===== src/hw/rtl/ptvc_pkg.sv =====
// Shared types and constants for the road-tube vehicle counter.
package ptvc_pkg;

  localparam int unsigned FRAC_BITS = 8;
  localparam int unsigned SAMPLE_W  = 10;
  localparam int unsigned COUNT_W   = 16;
  localparam int unsigned BASE_W    = 19;
  localparam int unsigned LEVEL_W   = BASE_W - FRAC_BITS;
  localparam int unsigned CFG_IDX_W = 2;
  localparam int unsigned CFG_DATA_W = 16;
  localparam int unsigned TDATA_W   = 32;

  // Configuration register indexes
  localparam logic [CFG_IDX_W-1:0] REG_CAL_SAMPLES = 2'd0;
  localparam logic [CFG_IDX_W-1:0] REG_RISE_THRESH = 2'd1;
  localparam logic [CFG_IDX_W-1:0] REG_REARM_OFF   = 2'd2;

  localparam logic [COUNT_W-1:0]  CAL_SAMPLES_RST = 16'd5000;
  localparam logic [SAMPLE_W-1:0] RISE_THRESH_RST = 10'd5;
  localparam logic [SAMPLE_W-1:0] REARM_OFF_RST   = 10'd10;

  localparam logic [COUNT_W-1:0] COUNT_MAX = '1;
  localparam logic [COUNT_W-1:0] SEEN_MAX  = '1;

  // Truncating divide by 10 and 100 of a 19-bit magnitude: (x * MULT) >> SHIFT
  localparam int unsigned       RECIP_W      = 20;
  localparam logic [RECIP_W-1:0] DIV10_MULT   = 20'd838861;
  localparam int unsigned       DIV10_SHIFT  = 23;
  localparam logic [RECIP_W-1:0] DIV100_MULT  = 20'd671089;
  localparam int unsigned       DIV100_SHIFT = 26;

  // Input request kinds (tuser)
  localparam logic OP_SAMPLE = 1'b0;
  localparam logic OP_CREDIT = 1'b1;

  // Result tdata bit positions
  localparam int unsigned OUT_HIT_BIT   = 16;
  localparam int unsigned OUT_ADDED_BIT = 17;
  localparam int unsigned OUT_CAL_BIT   = 18;

  typedef struct packed {
    logic [COUNT_W-1:0]  cal_samples;
    logic [SAMPLE_W-1:0] rise_thresh;
    logic [SAMPLE_W-1:0] rearm_off;
  } cfg_t;

  typedef struct packed {
    logic [BASE_W-1:0]  baseline;
    logic               axle_phase;
    logic [COUNT_W-1:0] vehicle_total;
    logic [COUNT_W-1:0] samples_seen;
  } state_t;

  typedef struct packed {
    logic                op;
    logic [SAMPLE_W-1:0] sample;
    logic                ack_ok;
    logic [COUNT_W-1:0]  returned_count;
  } item_t;

  typedef struct packed {
    logic [COUNT_W-1:0] vehicle_count;
    logic               axle_hit;
    logic               vehicle_added;
    logic               calibrating;
    logic [LEVEL_W-1:0] baseline_level;
  } result_t;

endpackage


===== src/hw/rtl/ptvc_step.sv =====
// Per-request update: baseline tracking, axle detection, count and credit.
module ptvc_step (
  input  ptvc_pkg::cfg_t    cfg,
  input  ptvc_pkg::state_t  st,
  input  ptvc_pkg::item_t   item,
  output ptvc_pkg::state_t  st_next,
  output ptvc_pkg::result_t res
);
  import ptvc_pkg::*;

  logic                        cal;
  logic [BASE_W:0]             samp_fix;
  logic [BASE_W:0]             diff;
  logic                        diff_neg;
  logic [BASE_W-1:0]           mag;
  logic [RECIP_W-1:0]          recip;
  logic [BASE_W+RECIP_W-1:0]   prod;
  logic [BASE_W-1:0]           quot;
  logic [BASE_W-1:0]           tracked;
  logic [BASE_W:0]             hit_level;
  logic                        hit;
  logic [LEVEL_W-1:0]          rearm_int;
  logic [BASE_W-1:0]           rearm_base;

  assign cal      = st.samples_seen < cfg.cal_samples;
  assign samp_fix = {{(BASE_W+1-SAMPLE_W-FRAC_BITS){1'b0}}, item.sample, {FRAC_BITS{1'b0}}};
  assign diff     = samp_fix - {1'b0, st.baseline};
  assign diff_neg = diff[BASE_W];
  assign mag      = diff_neg ? BASE_W'(-diff) : diff[BASE_W-1:0];

  // One shared reciprocal multiply serves both divisors
  assign recip = cal ? DIV10_MULT : DIV100_MULT;
  assign prod  = mag * recip;
  assign quot  = cal ? BASE_W'(prod >> DIV10_SHIFT) : BASE_W'(prod >> DIV100_SHIFT);
  assign tracked = diff_neg ? (st.baseline - quot) : (st.baseline + quot);

  assign hit_level = {1'b0, st.baseline}
                   + {{(BASE_W+1-SAMPLE_W-FRAC_BITS){1'b0}}, cfg.rise_thresh,
                      {FRAC_BITS{1'b0}}};
  assign hit       = (item.op == OP_SAMPLE) && !cal && (samp_fix > hit_level);

  assign rearm_int  = LEVEL_W'(item.sample) + LEVEL_W'(cfg.rearm_off);
  assign rearm_base = {rearm_int, {FRAC_BITS{1'b0}}};

  always_comb begin
    st_next = st;
    res.axle_hit      = 1'b0;
    res.vehicle_added = 1'b0;
    if (item.op == OP_SAMPLE) begin
      if (hit) begin
        res.axle_hit       = 1'b1;
        st_next.axle_phase = ~st.axle_phase;
        st_next.baseline   = rearm_base;
        // phase returns to one on every second axle
        if (!st.axle_phase) begin
          res.vehicle_added = 1'b1;
          if (st.vehicle_total != COUNT_MAX) begin
            st_next.vehicle_total = st.vehicle_total + 1'b1;
          end
        end
      end else begin
        st_next.baseline = tracked;
      end
      if (st.samples_seen != SEEN_MAX) begin
        st_next.samples_seen = st.samples_seen + 1'b1;
      end
    end else if (item.ack_ok) begin
      // clamp credit at zero
      st_next.vehicle_total = (st.vehicle_total > item.returned_count) ?
                              st.vehicle_total - item.returned_count : '0;
    end
    res.vehicle_count  = st_next.vehicle_total;
    res.calibrating    = cal;
    res.baseline_level = st_next.baseline[BASE_W-1:FRAC_BITS];
  end

endmodule


===== src/hw/rtl/pressure_tube_vehicle_counter.sv =====
// Flow: an accepted request waits in the input register until the result register is
//   empty or its result is taken. Throughput is one request per cycle unless the
//   output stalls; the path from the input register through the shared
//   divide-by-constant multiply into the baseline register sets the clock.
// A stalled result holds in the result register while the input register still fills.
// Reset (rst, synchronous) clears both valids and the state: baseline 0, phase 1,
//   count 0, samples seen 0, and loads the register defaults 5000, 5 and 10.
module pressure_tube_vehicle_counter (
  input  logic        clk,
  input  logic        rst,
  input  logic        cfg_we,
  input  logic [1:0]  cfg_index,
  input  logic [15:0] cfg_data,
  input  logic        s_axis_tvalid,
  output logic        s_axis_tready,
  // [9:0] sample, [10] ack_ok, [26:11] returned_count, [31:27] zero
  input  logic [31:0] s_axis_tdata,
  // [0] op
  input  logic [0:0]  s_axis_tuser,
  output logic        m_axis_tvalid,
  input  logic        m_axis_tready,
  // [15:0] vehicle_count, [16] axle_hit, [17] vehicle_added, [18] calibrating,
  // [29:19] baseline_level, [31:30] zero
  output logic [31:0] m_axis_tdata
);
  import ptvc_pkg::*;

  cfg_t    cfg;
  state_t  st;
  state_t  st_next;
  item_t   item;
  logic    item_vld;
  result_t res_next;
  result_t res;
  logic    res_vld;
  logic    advance;

  assign advance       = item_vld && (!res_vld || m_axis_tready);
  assign s_axis_tready = !item_vld || advance;

  always_ff @(posedge clk) begin
    if (rst) begin
      cfg.cal_samples <= CAL_SAMPLES_RST;
      cfg.rise_thresh <= RISE_THRESH_RST;
      cfg.rearm_off   <= REARM_OFF_RST;
    end else if (cfg_we) begin
      case (cfg_index)
        REG_CAL_SAMPLES: cfg.cal_samples <= cfg_data[COUNT_W-1:0];
        REG_RISE_THRESH: cfg.rise_thresh <= cfg_data[SAMPLE_W-1:0];
        REG_REARM_OFF:   cfg.rearm_off   <= cfg_data[SAMPLE_W-1:0];
        default: ;
      endcase
    end
  end

  // Input register
  always_ff @(posedge clk) begin
    if (rst) begin
      item_vld <= 1'b0;
    end else if (s_axis_tready) begin
      item_vld <= s_axis_tvalid;
    end
  end

  always_ff @(posedge clk) begin
    if (s_axis_tvalid && s_axis_tready) begin
      item.op             <= s_axis_tuser[0];
      item.sample         <= s_axis_tdata[9:0];
      item.ack_ok         <= s_axis_tdata[10];
      item.returned_count <= s_axis_tdata[26:11];
    end
  end

  ptvc_step u_step (
    .cfg     (cfg),
    .st      (st),
    .item    (item),
    .st_next (st_next),
    .res     (res_next)
  );

  // State and result register advance together
  always_ff @(posedge clk) begin
    if (rst) begin
      st.baseline      <= '0;
      st.axle_phase    <= 1'b1;
      st.vehicle_total <= '0;
      st.samples_seen  <= '0;
    end else if (advance) begin
      st <= st_next;
    end
  end

  always_ff @(posedge clk) begin
    if (rst) begin
      res_vld <= 1'b0;
    end else if (advance) begin
      res_vld <= 1'b1;
    end else if (m_axis_tready) begin
      res_vld <= 1'b0;
    end
  end

  always_ff @(posedge clk) begin
    if (advance) begin
      res <= res_next;
    end
  end

  assign m_axis_tvalid = res_vld;
  assign m_axis_tdata  = {2'b00, res.baseline_level, res.calibrating, res.vehicle_added,
                          res.axle_hit, res.vehicle_count};

endmodule


===== config.mk =====
export PLATFORM = sky130hd
export DESIGN_NAME = pressure_tube_vehicle_counter
export DESIGN_NICKNAME = d
export VERILOG_FILES = /design/src/hw/rtl/ptvc_pkg.sv /design/src/hw/rtl/ptvc_step.sv /design/src/hw/rtl/pressure_tube_vehicle_counter.sv
export SDC_FILE = /design/constraint.sdc
export NUM_CORES = 1
export LEC_CHECK = 0
export BUFFER_PORTS_ARGS = -buffer_cell sky130_fd_sc_hd__buf_2
export CORE_ASPECT_RATIO = 2
export CORE_MARGIN = 2
export CORE_UTILIZATION = 50
export CTS_BUF_LIST = sky130_fd_sc_hd__clkbuf_8
export DETAILED_ROUTE_END_ITERATION = 16
export PLACE_DENSITY = 0.67
export SLEW_MARGIN = 20
export SYNTH_ARGS = -nofsm -noshare
export SYNTH_HDL_FRONTEND = slang
export SYNTH_SLANG_ARGS = --single-unit
export TNS_END_PERCENT = 5

===== constraint.sdc =====
create_clock -name clk -period 15.5 [get_ports clk]
set_input_delay 3.1 -clock clk [delete_from_list [all_inputs] [get_ports clk]]
set_output_delay 3.1 -clock clk [all_outputs]
set_load 0.02 [all_outputs]

==> impl_summary.txt, run 1 <==
----------------------------------------------------
[Timing]
  Final min period ... 14.36 ns
  Finish-stage setup viols ... 0
  Max_slew headroom ... 0.209
  Unrepaired setup endpoints after global routing ... false
  Accumulated negative setup slack ... 0 ns
  Max-slew violation count ... 0
  Worst Skew ... 0.0170 ns
  Slew @ Worst Pin ... 1.17 ns
  Final cycle utilization of the critical path ... 0.926
  Maximum operating frequency ... 0.0697 GHz
  Number of endpoints with negative hold slack in the final report ... 0

[CTS]
  # clock sinks ... 148
  Number of setup buffers added after CTS ... 0
  Clock tree from TritonCTS ... yes
  Insertion delay of the later-clocked pin in the worst-skew pair ... 0.49 ns
  CTS Hold Buffers Added ... 0
  Number of buffers on the longest clock path ... 2
  H-Tree Depth ... 4
  Number of CTS-inserted buffers ... 17
  Post_cts resized ... 0
  Clock Pin Slew Worst Setup and Hold Paths ... 0.09 ns
  Root Buffer ... clkbuf_8

[Routing]
  Number of vias per cell after detailed routing ... 5.71
  Routed length per placed instance ... 19.9 µm
  Routed WL ... 60.0 mm
  1st-iter DRT viols ... 740
  Number of design rule violations left after detail routing ... 0
  Length of the first detailed-routing pass in iterations ... 7
  DRT antenna net count ... 0
  Via count of the routed design ... 17.2k

[Logic synthesis]
  Count of flip-flops with a built-in enable after synthesis ... 58
  Number of synthesized register bits ... 148
  Sequential fraction of the synthesis area ... 0.170
  Share of the synthesized area in the top cell type ... 0.226
  Most used standard cell by instance count after synthesis ... inv_1
  Post-synthesis area per instance ... 8.72 µm²
  Most area-hungry cell type in the Yosys netlist ... fa_1
  Dominant cells by area after synthesis ... fa_1 (23%), ha_1 (15%), dfxtp_1 (8.6%), edfxtp_1 (8.3%), inv_1 (8.1%)
  Commonest register cell after synthesis ... dfxtp_1
  Cell Area, Synth ... 0.0209 mm²
  Number of distinct standard cells referenced by the synthesized netlist ... 93
  Total of warnings raised by yosys ... 0
  FFs w/ async S/R, synth ... 0
  Post-synth top cells ... inv_1 (451), ha_1 (258), fa_1 (236)
  Syn Inst Count ... 2394

[Placement]
  Post-detailed-placement half-perimeter wirelength ... 51.5 mm
  Final estimated routing congestion in global placement ... 0.999
  Buffers added on ports ... 82

[Global routing]
  Global Route Usage Sum ... 0.285
  Global-route wire length before repair ... 94.9 mm
  Total global routing overflow ... 0
  Pin count of the biggest net entering global routing ... 75
  Via count of the first global-routing pass ... 18.4k
  Initial antenna violation count ... 1

[Floorplan]
  Row Count ... 105
  Overall die width ... 149 µm
  Area enclosed by the die boundary ... 0.0435 mm²
  Initial Util ... 0.508
  Num ports ... 90
  Area of the core ... 0.0411 mm²
  Die extent in y ... 293 µm

[Setup path]
  Category of the most critical setup path ... reg2reg
  Cell repeated most along the worst path ... fa_1
  Crit path capture ... st[51]
  Slowest library cell on the worst path ... fa_1
  Launch instance of the worst register-to-register path ... st[33]
  Worst setup startpoint ... st[33]
  Kind of start point of the critical path ... register
  Reg-to-reg critical path endpoint ... st[51]
  Critical Path Sink Type ... register
  Crit path max fanout ... 16
  Reg-to-reg setup timing slack ... 1.14 ns
  Slowest Stage Delay on Critical Path ... 0.60 ns
  Data arrival time at the worst-slack endpoint ... 14.73 ns
  Depth of the most critical reg-to-reg path ... 45
  Data required, critical path ... 15.87 ns

[Status]
  Result of the run ... finished clean

[Finish]
  Fraction of final layout cells sized beyond drive strength 1 ... 0.0775
  Final net count ... 3015
  Syn-to-layout area delta ... 6.92%

[Hold path]
  HP Class ... reg2reg

[Run]
  Max-cap check violation count ... 0

----------------------------------------------------
## per-stage QoR
step | std cells | hold slack, ns | util | area (µm²) | setup WS (ns)
2_1_floorplan | 2410 | 0.436 | - | 20900 | 3.11
3_3_place_gp | 2981 | 0.447 | 0.533 | 21900 | 1.54
3_5_place_dp | 2981 | 0.450 | 0.533 | 21900 | 1.31
4_1_cts | 3013 | 0.462 | 0.543 | 22300 | 1.24
5_1_grt | 3014 | 0.478 | 0.543 | 22300 | 0.407
6_report | 3014 | 0.461 | 0.543 | 22300 | 1.14
## layout make-up
cell class	instances	area [µm²]
clock inverter	11	96.3
tap	535	669
fill	3805	18800
timing repair buffer	107	598
inverter	451	1690
sequential	148	3540
multi-input combinational	1740	15400
clock buffer	21	289
antenna	1	2.50
## kinds of logic after synthesis
logic type	after synthesis	share of synthesized area
adders and majority gates	494	0.381
other	2	0.000360
buffers and inverters	522	0.0953
and+or+nand+nor	609	0.142
muxes	25	0.0125
xor gates and xnor gates	111	0.0466
DFF	148	0.170
AOI/OAI and AO/OA	483	0.153
## layout by cell type, fill, tap and decap left out, drive strengths merged, types with 40 or more instances in the layout
| cell | instances |
|---|---|
| inv | 458 |
| ha | 258 |
| fa | 236 |
| nand2 | 227 |
| a21oi | 152 |
| nor2 | 124 |
| buf | 107 |
| dfxtp | 90 |
| o21ai | 85 |
| xnor2 | 75 |
| edfxtp | 58 |
| a21o | 40 |
| nor3 | 40 |
## worst min-delay path by stage
| stage | start | depth (start not counted) | endpoint |
|---|---|---|---|
| 2_1_floorplan | cfg[21] | 2 | cfg[21] |
| 3_3_place_gp | cfg[34] | 2 | cfg[34] |
| 3_5_place_dp | cfg[22] | 2 | cfg[22] |
| 4_1_cts | cfg[22] | 2 | cfg[22] |
| 5_1_grt | cfg[22] | 2 | cfg[22] |
| 6_report | cfg[22] | 2 | cfg[22] |
## sequential cells by signal, indices dropped and copies added, names as in the netlist
register / flops
cfg: 36
m_axis_tvalid: 1
item_vld: 1
st: 52
m_axis_tdata: 30
item: 28
## critical path, delay by kind of cell, from the launching register on
family	cells	cell delay, ns
buffers and inverters	5	0.71
DFF	1	0.57
xor gates and xnor gates	3	0.59
adders and majority gates	9	4.39
and+or+nand+nor	18	5.36
AOI/OAI and AO/OA	9	2.40
muxes	1	0.19
## metal layers
metal  part of all wire  global-route usage
met3              0.026              0.0270
met4              0.095               0.230
met5                  0                   0
met2               0.56               0.559
met1               0.32               0.256
Power of run 1 is left out: the tool's default activity adds up to more than one toggle a clock period on the data nets, which glitch-free logic cannot reach.
==> run 2: changes to the inputs <==
--- a/config.mk
+++ b/config.mk
@@ -9,7 +9,7 @@
 export CORE_ASPECT_RATIO = 2
 export CORE_MARGIN = 2
 export CORE_UTILIZATION = 50
-export CTS_BUF_LIST = sky130_fd_sc_hd__clkbuf_8
+export CTS_BUF_LIST = sky130_fd_sc_hd__clkbuf_4 sky130_fd_sc_hd__clkbuf_8
 export DETAILED_ROUTE_END_ITERATION = 16
 export PLACE_DENSITY = 0.67
 export SLEW_MARGIN = 20
==> run 2 against run 1 <==
Against the previous run: utilization about the same; count of clock-buffer cells in the layout is 1 higher; sequential cell count unchanged; routed wire length hardly changed; critical path depth increased by 3; maximum frequency is 0.25% lower; critical path type unchanged; first-iteration DRC count rose by 2.0%; highest routed layer unchanged; hold slack is essentially flat; largest cell class unchanged; cell count did not move; final area about the same; global-route usage did not move.
==> impl_summary.txt, run 2 (synthesis gave the netlist of run 1 again) <==
----------------------------------------------------
[Finish]
  Syn-to-layout area delta ... 6.94% (about the same)
  Most used cells in the layout excluding fill and tap cells ... inv_1 (450), ha_1 (258), fa_1 (236)
  Area of the multi-input gates ... 0.0154 mm² (unchanged)
  Commonest non-fill, non-tap cell in the layout ... inv_1
  Fraction of final layout cells sized beyond drive strength 1 ... 0.0779 (+0.000404)
  Flip-flop count of the largest register, all copies and words added ... 52 (unchanged)
  Filler cell count ... 3803 (-0.053%)
  Sequential cell area ... 0.00354 mm² (unchanged)
  Final net count ... 3015 (unchanged)
  Register with the most flip-flops ... st

[CTS]
  Number of CTS-inserted buffers ... 17 (unchanged)
  Post_cts resized ... 0 (unchanged)
  CTS Hold Buffers Added ... 0 (unchanged)
  H-Tree Depth ... 4 (unchanged)
  Clock tree from TritonCTS ... yes
  Insertion delay of the later-clocked pin in the worst-skew pair ... 0.49 ns (about the same)
  # clock sinks ... 148 (unchanged)
  Number of buffers on the longest clock path ... 2 (unchanged)
  Clock Pin Slew Worst Setup and Hold Paths ... 0.09 ns (about the same)
  Root Buffer ... clkbuf_8
  Number of setup buffers added after CTS ... 0 (unchanged)

[Setup path]
  Kind of start point of the critical path ... register
  Slowest Stage Delay on Critical Path ... 0.60 ns (about the same)
  Reg-to-reg setup timing slack ... 1.11 ns (-0.04 ns)
  Slowest library cell on the worst path ... fa_1
  Data arrival time at the worst-slack endpoint ... 14.77 ns (+0.04 ns)
  Critical Path Sink Type ... register
  Cell repeated most along the worst path ... fa_1
  Category of the most critical setup path ... reg2reg
  Data required, critical path ... 15.87 ns (about the same)
  Crit path max fanout ... 16 (unchanged)
  Worst setup startpoint ... st[33]
  Launch instance of the worst register-to-register path ... st[33]

[Run]
  Max-cap check violation count ... 0 (unchanged)

[Timing]
  Number of endpoints with negative hold slack in the final report ... 0 (unchanged)
  Unrepaired setup endpoints after global routing ... false
  Slew @ Worst Pin ... 1.16 ns (-0.0108 ns)
  Max-slew violation count ... 0 (unchanged)
  Max_slew headroom ... 0.217 (+0.00730)
  Maximum operating frequency ... 0.0695 GHz (-0.25%)
  Final min period ... 14.39 ns (+0.0359 ns)
  Accumulated negative setup slack ... 0 ns (unchanged)
  Final cycle utilization of the critical path ... 0.929 (+0.00231)
  Finish-stage setup viols ... 0 (unchanged)
  Worst Skew ... 0.0169 ns (-0.000156 ns)

[Routing]
  DRT antenna net count ... 0 (unchanged)
  Length of the first detailed-routing pass in iterations ... 5 (-2)
  Number of design rule violations left after detail routing ... 0 (unchanged)
  1st-iter DRT viols ... 755 (+2.0%)
  Via count of the routed design ... 17.2k (+0.017%)
  Number of vias per cell after detailed routing ... 5.71 (about the same)
  Routed length per placed instance ... 19.9 µm (about the same)
  Routed WL ... 60.0 mm (about the same)

[Global routing]
  Global Route Usage Sum ... 0.285 (unchanged)
  Total global routing overflow ... 0 (unchanged)
  Pin count of the biggest net entering global routing ... 75 (unchanged)
  Via count of the first global-routing pass ... 18.4k (-0.011%)
  Initial antenna violation count ... 1 (unchanged)
  Global-route wire length before repair ... 94.9 mm (unchanged)

[Floorplan]
  Area of the core ... 0.0411 mm² (unchanged)
  Area enclosed by the die boundary ... 0.0435 mm² (unchanged)
  Overall die width ... 149 µm (unchanged)
  Num ports ... 90 (unchanged)
  Initial Util ... 0.508 (unchanged)
  Die extent in y ... 293 µm (unchanged)
  Row Count ... 105 (unchanged)

[Placement]
  Post-detailed-placement half-perimeter wirelength ... 51.5 mm (unchanged)
  Buffers added on ports ... 82 (unchanged)
  Final estimated routing congestion in global placement ... 0.999 (unchanged)

[Hold path]
  Hold Crit Start ... cfg[22]
  HP Class ... reg2reg

[Status]
  Result of the run ... finished clean

----------------------------------------------------
==> run 2: final cells by class <==
class	count	share of cell area
flip-flops and latches	148	0.159
clock buffers	22	0.0133
clock inverters	10	0.00415
diodes	1	0.000112
well taps	535	0.0300
multi-input cells	1740	0.691
inverters	451	0.0758
repair buffers	107	0.0268
==> run 2: layer usage <==
metal,wire (µm),share of wire,track usage
met5,0,0,0
met4,5720,0.095,0.230
met3,1680,0.028,0.0270
met2,33600,0.56,0.559
met1,19000,0.32,0.256
==> run 2: per-stage QoR <==
stage                     cells  cell area, µm²  utilization  hold WS [ns]  worst slack (ns)
after CTS                  3013           22300        0.543         0.462              1.24
after global placement     2981           21900        0.533         0.447              1.54
after floorplan            2410           20900            -         0.436              3.11
final                      3014           22300        0.543         0.462              1.11
after global routing       3014           22300        0.543         0.478             0.407
after detailed placement   2981           21900        0.533         0.450              1.31
==> run 2: worst paths after layout <==
| path | end | depth (start not counted) |
|---|---|---|
| worst min register to register | cfg[22] | 2 |
| worst min-delay path | cfg[22] | 2 |
| worst max register to register | st[51] | 48 |
| worst max-delay path | st[51] | 48 |
==> run 2: worst max-delay path, delay by kind of cell, from the launching register on <==
family          cells  cell delay, ns
fa+ha+maj          10            4.64
compound gates     10            2.38
flops               1            0.56
buf+inv             5            0.71
xor+xnor            2            0.64
simple gates       20            5.14
mux                 1            0.20
Power of run 2 is left out for the same reason.
==> run 3: changes to the inputs <==
--- a/config.mk
+++ b/config.mk
@@ -12,6 +12,7 @@
 export CTS_BUF_LIST = sky130_fd_sc_hd__clkbuf_4 sky130_fd_sc_hd__clkbuf_8
 export DETAILED_ROUTE_END_ITERATION = 16
 export PLACE_DENSITY = 0.67
+export REMOVE_ABC_BUFFERS = 1
 export SLEW_MARGIN = 20
 export SYNTH_ARGS = -nofsm -noshare
 export SYNTH_HDL_FRONTEND = slang
==> run 3 against run 2 <==
Against the previous run: worst setup slack better by 0.11 ns; non-clock buffer count grew 1; die area is the same; sequential share of layout area about the same; cell count about the same; global-route usage increased by 0.25 points; hold slack worse by 0.0033 ns; critical path depth shrank 1; critical path type unchanged; routed wire length rose by 1.2%.
==> impl_summary.txt, run 3 (synthesis gave the netlist of run 1 again) <==
----------------------------------------------------
[Status]
  Result of the run ... finished clean

[Routing]
  DRT antenna net count ... 0 (unchanged)
  Via count of the routed design ... 17.2k (-0.20%)
  Routed length per placed instance ... 20.2 µm (+1.2%)
  Met3 routed wirelength ... 1.63 mm (-3.1%)
  Routed WL ... 60.8 mm (+1.2%)
  Length of the first detailed-routing pass in iterations ... 5 (unchanged)
  1st-iter DRT viols ... 929 (+23%)
  Met1 WL ... 19.3 mm (+1.3%)
  Top routing layer in use ... met4
  Number of vias per cell after detailed routing ... 5.70 (-0.23%)
  Number of design rule violations left after detail routing ... 0 (unchanged)
  Met2 layer wire length in the routed design ... 34.4 mm (+2.3%)

[Timing]
  Finish-stage setup viols ... 0 (unchanged)
  Slew @ Worst Pin ... 1.05 ns (-0.111 ns)
  Unrepaired setup endpoints after global routing ... false
  Number of endpoints with negative hold slack in the final report ... 0 (unchanged)
  Final min period ... 14.28 ns (-0.113 ns)
  Final cycle utilization of the critical path ... 0.921 (-0.00727)
  Accumulated negative setup slack ... 0 ns (unchanged)
  Maximum operating frequency ... 0.0700 GHz (+0.79%)
  Max_slew headroom ... 0.293 (+0.0760)
  Max-slew violation count ... 0 (unchanged)
  Worst Skew ... 0.0211 ns (+0.00420 ns)

[CTS]
  Clock tree from TritonCTS ... yes
  Clock Pin Slew Worst Setup and Hold Paths ... 0.09 ns (about the same)
  Post_cts resized ... 0 (unchanged)
  H-Tree Depth ... 4 (unchanged)
  # clock sinks ... 148 (unchanged)
  CTS Hold Buffers Added ... 0 (unchanged)
  Number of buffers on the longest clock path ... 2 (unchanged)
  Number of CTS-inserted buffers ... 17 (unchanged)
  Number of setup buffers added after CTS ... 0 (unchanged)
  Insertion delay of the later-clocked pin in the worst-skew pair ... 0.48 ns (about the same)
  Root Buffer ... clkbuf_8

[Global routing]
  Initial antenna violation count ... 1 (unchanged)
  Global Route Usage Sum ... 0.287 (+0.00254)
  Total global routing overflow ... 0 (unchanged)
  Pin count of the biggest net entering global routing ... 52 (-31%)
  Via count of the first global-routing pass ... 18.5k (+0.69%)
  Global-route wire length before repair ... 95.8 mm (+0.95%)

[Run]
  Max-cap check violation count ... 0 (unchanged)

[Placement]
  Final estimated routing congestion in global placement ... 0.988 (-1.2%)
  Post-detailed-placement half-perimeter wirelength ... 51.7 mm (+0.27%)
  Placed Instances ... 2982 (+0.034%)
  Buffers added on ports ... 82 (unchanged)

[Setup path]
  Reg-to-reg setup timing slack ... 1.22 ns (+0.11 ns)
  Critical Path Sink Type ... register
  Crit path max fanout ... 16 (unchanged)
  Worst setup startpoint ... st[33]
  Slowest Stage Delay on Critical Path ... 0.60 ns (about the same)
  Kind of start point of the critical path ... register
  Data required, critical path ... 15.87 ns (about the same)
  Launch instance of the worst register-to-register path ... st[33]
  Slowest library cell on the worst path ... fa_1
  Data arrival time at the worst-slack endpoint ... 14.65 ns (-0.12 ns)
  Reg-to-reg critical path endpoint ... st[51]
  Depth of the most critical reg-to-reg path ... 47 (-2.1%)
  Category of the most critical setup path ... reg2reg
  Cell repeated most along the worst path ... fa_1

[Floorplan]
  Die extent in y ... 293 µm (unchanged)
  Overall die width ... 149 µm (unchanged)
  Num ports ... 90 (unchanged)
  Area enclosed by the die boundary ... 0.0435 mm² (unchanged)
  Initial Util ... 0.508 (unchanged)
  Row Count ... 105 (unchanged)
  Area of the core ... 0.0411 mm² (unchanged)

[Finish]
  Syn-to-layout area delta ... 6.84% (about the same)
  Flip-flop count of the largest register, all copies and words added ... 52 (unchanged)
  Most used cells in the layout excluding fill and tap cells ... inv_1 (450), ha_1 (258), fa_1 (236)
  End-of-flow core utilization ... 0.543 (about the same)
  Non-filler instance count after layout ... 3015 (+0.033%)
  Register with the most flip-flops ... st
  Commonest non-fill, non-tap cell in the layout ... inv_1
  Final net count ... 3016 (+0.033%)
  Fraction of final layout cells sized beyond drive strength 1 ... 0.0770 (-0.000838)

[Hold path]
  Hold Crit Start ... cfg[34]
  Worst hold path stage count ... 2 (unchanged)
  Worst hold endpoint ... cfg[34]
  HP Class ... reg2reg

----------------------------------------------------
==> run 3: cell types whose count changed in the layout (fill, tap and decap cells not counted), sizes merged <==
cell / previous run / this run
buf: 107 / 108
inv: 457 / 454
clkbuf: 22 / 19
bufinv: 1 / 2
clkinv: 2 / 7
==> run 3: worst max path at each step <==
stage                             to  slack [ns]
floorplan                     st[51]        3.12
global placement    m_axis_tdata[29]        1.52
detailed placement  m_axis_tdata[29]        1.36
CTS                 m_axis_tdata[29]        1.28
global route        m_axis_tdata[29]        0.49
finish                        st[51]        1.22
==> run 3: routing by layer <==
metal	track usage	vias up
li1	-	8161
met4	0.225	0
met5	0	-
met3	0.0216	222
met1	0.263	8309
met2	0.566	494
==> run 3: through the flow <==
| stage | instance area [µm²] | hold WS, ns | setup WS (ns) |
|---|---|---|---|
| 6_report | 22300 | 0.458 | 1.22 |
| 5_1_grt | 22300 | 0.476 | 0.488 |
| 4_1_cts | 22300 | 0.458 | 1.28 |
| 3_5_place_dp | 21900 | 0.447 | 1.36 |
| 3_3_place_gp | 21900 | 0.445 | 1.52 |
| 2_1_floorplan | 20600 | 0.430 | 3.12 |
==> run 3: final cells by class <==
cell class              instances  area [µm²]
diodes                          1        2.50
well taps                     535         669
repair buffers                108         606
flip-flops and latches        148        3540
clock inverters                13         133
clock buffers                  19         249
multi-input cells            1740       15400
inverters                     451        1690
fillers                      3875       18800
==> run 3: worst max-delay path: cells and delay by family (launching register included) <==
| kind | cells | cell delay [ns] |
|---|---|---|
| AOI/OAI and AO/OA | 10 | 2.37 |
| xor gates and xnor gates | 2 | 1.04 |
| adders and majority gates | 10 | 4.67 |
| buffers and inverters | 5 | 0.56 |
| DFF | 1 | 0.31 |
| and+or+nand+nor | 20 | 5.20 |
Power of run 3 is left out for the same reason.
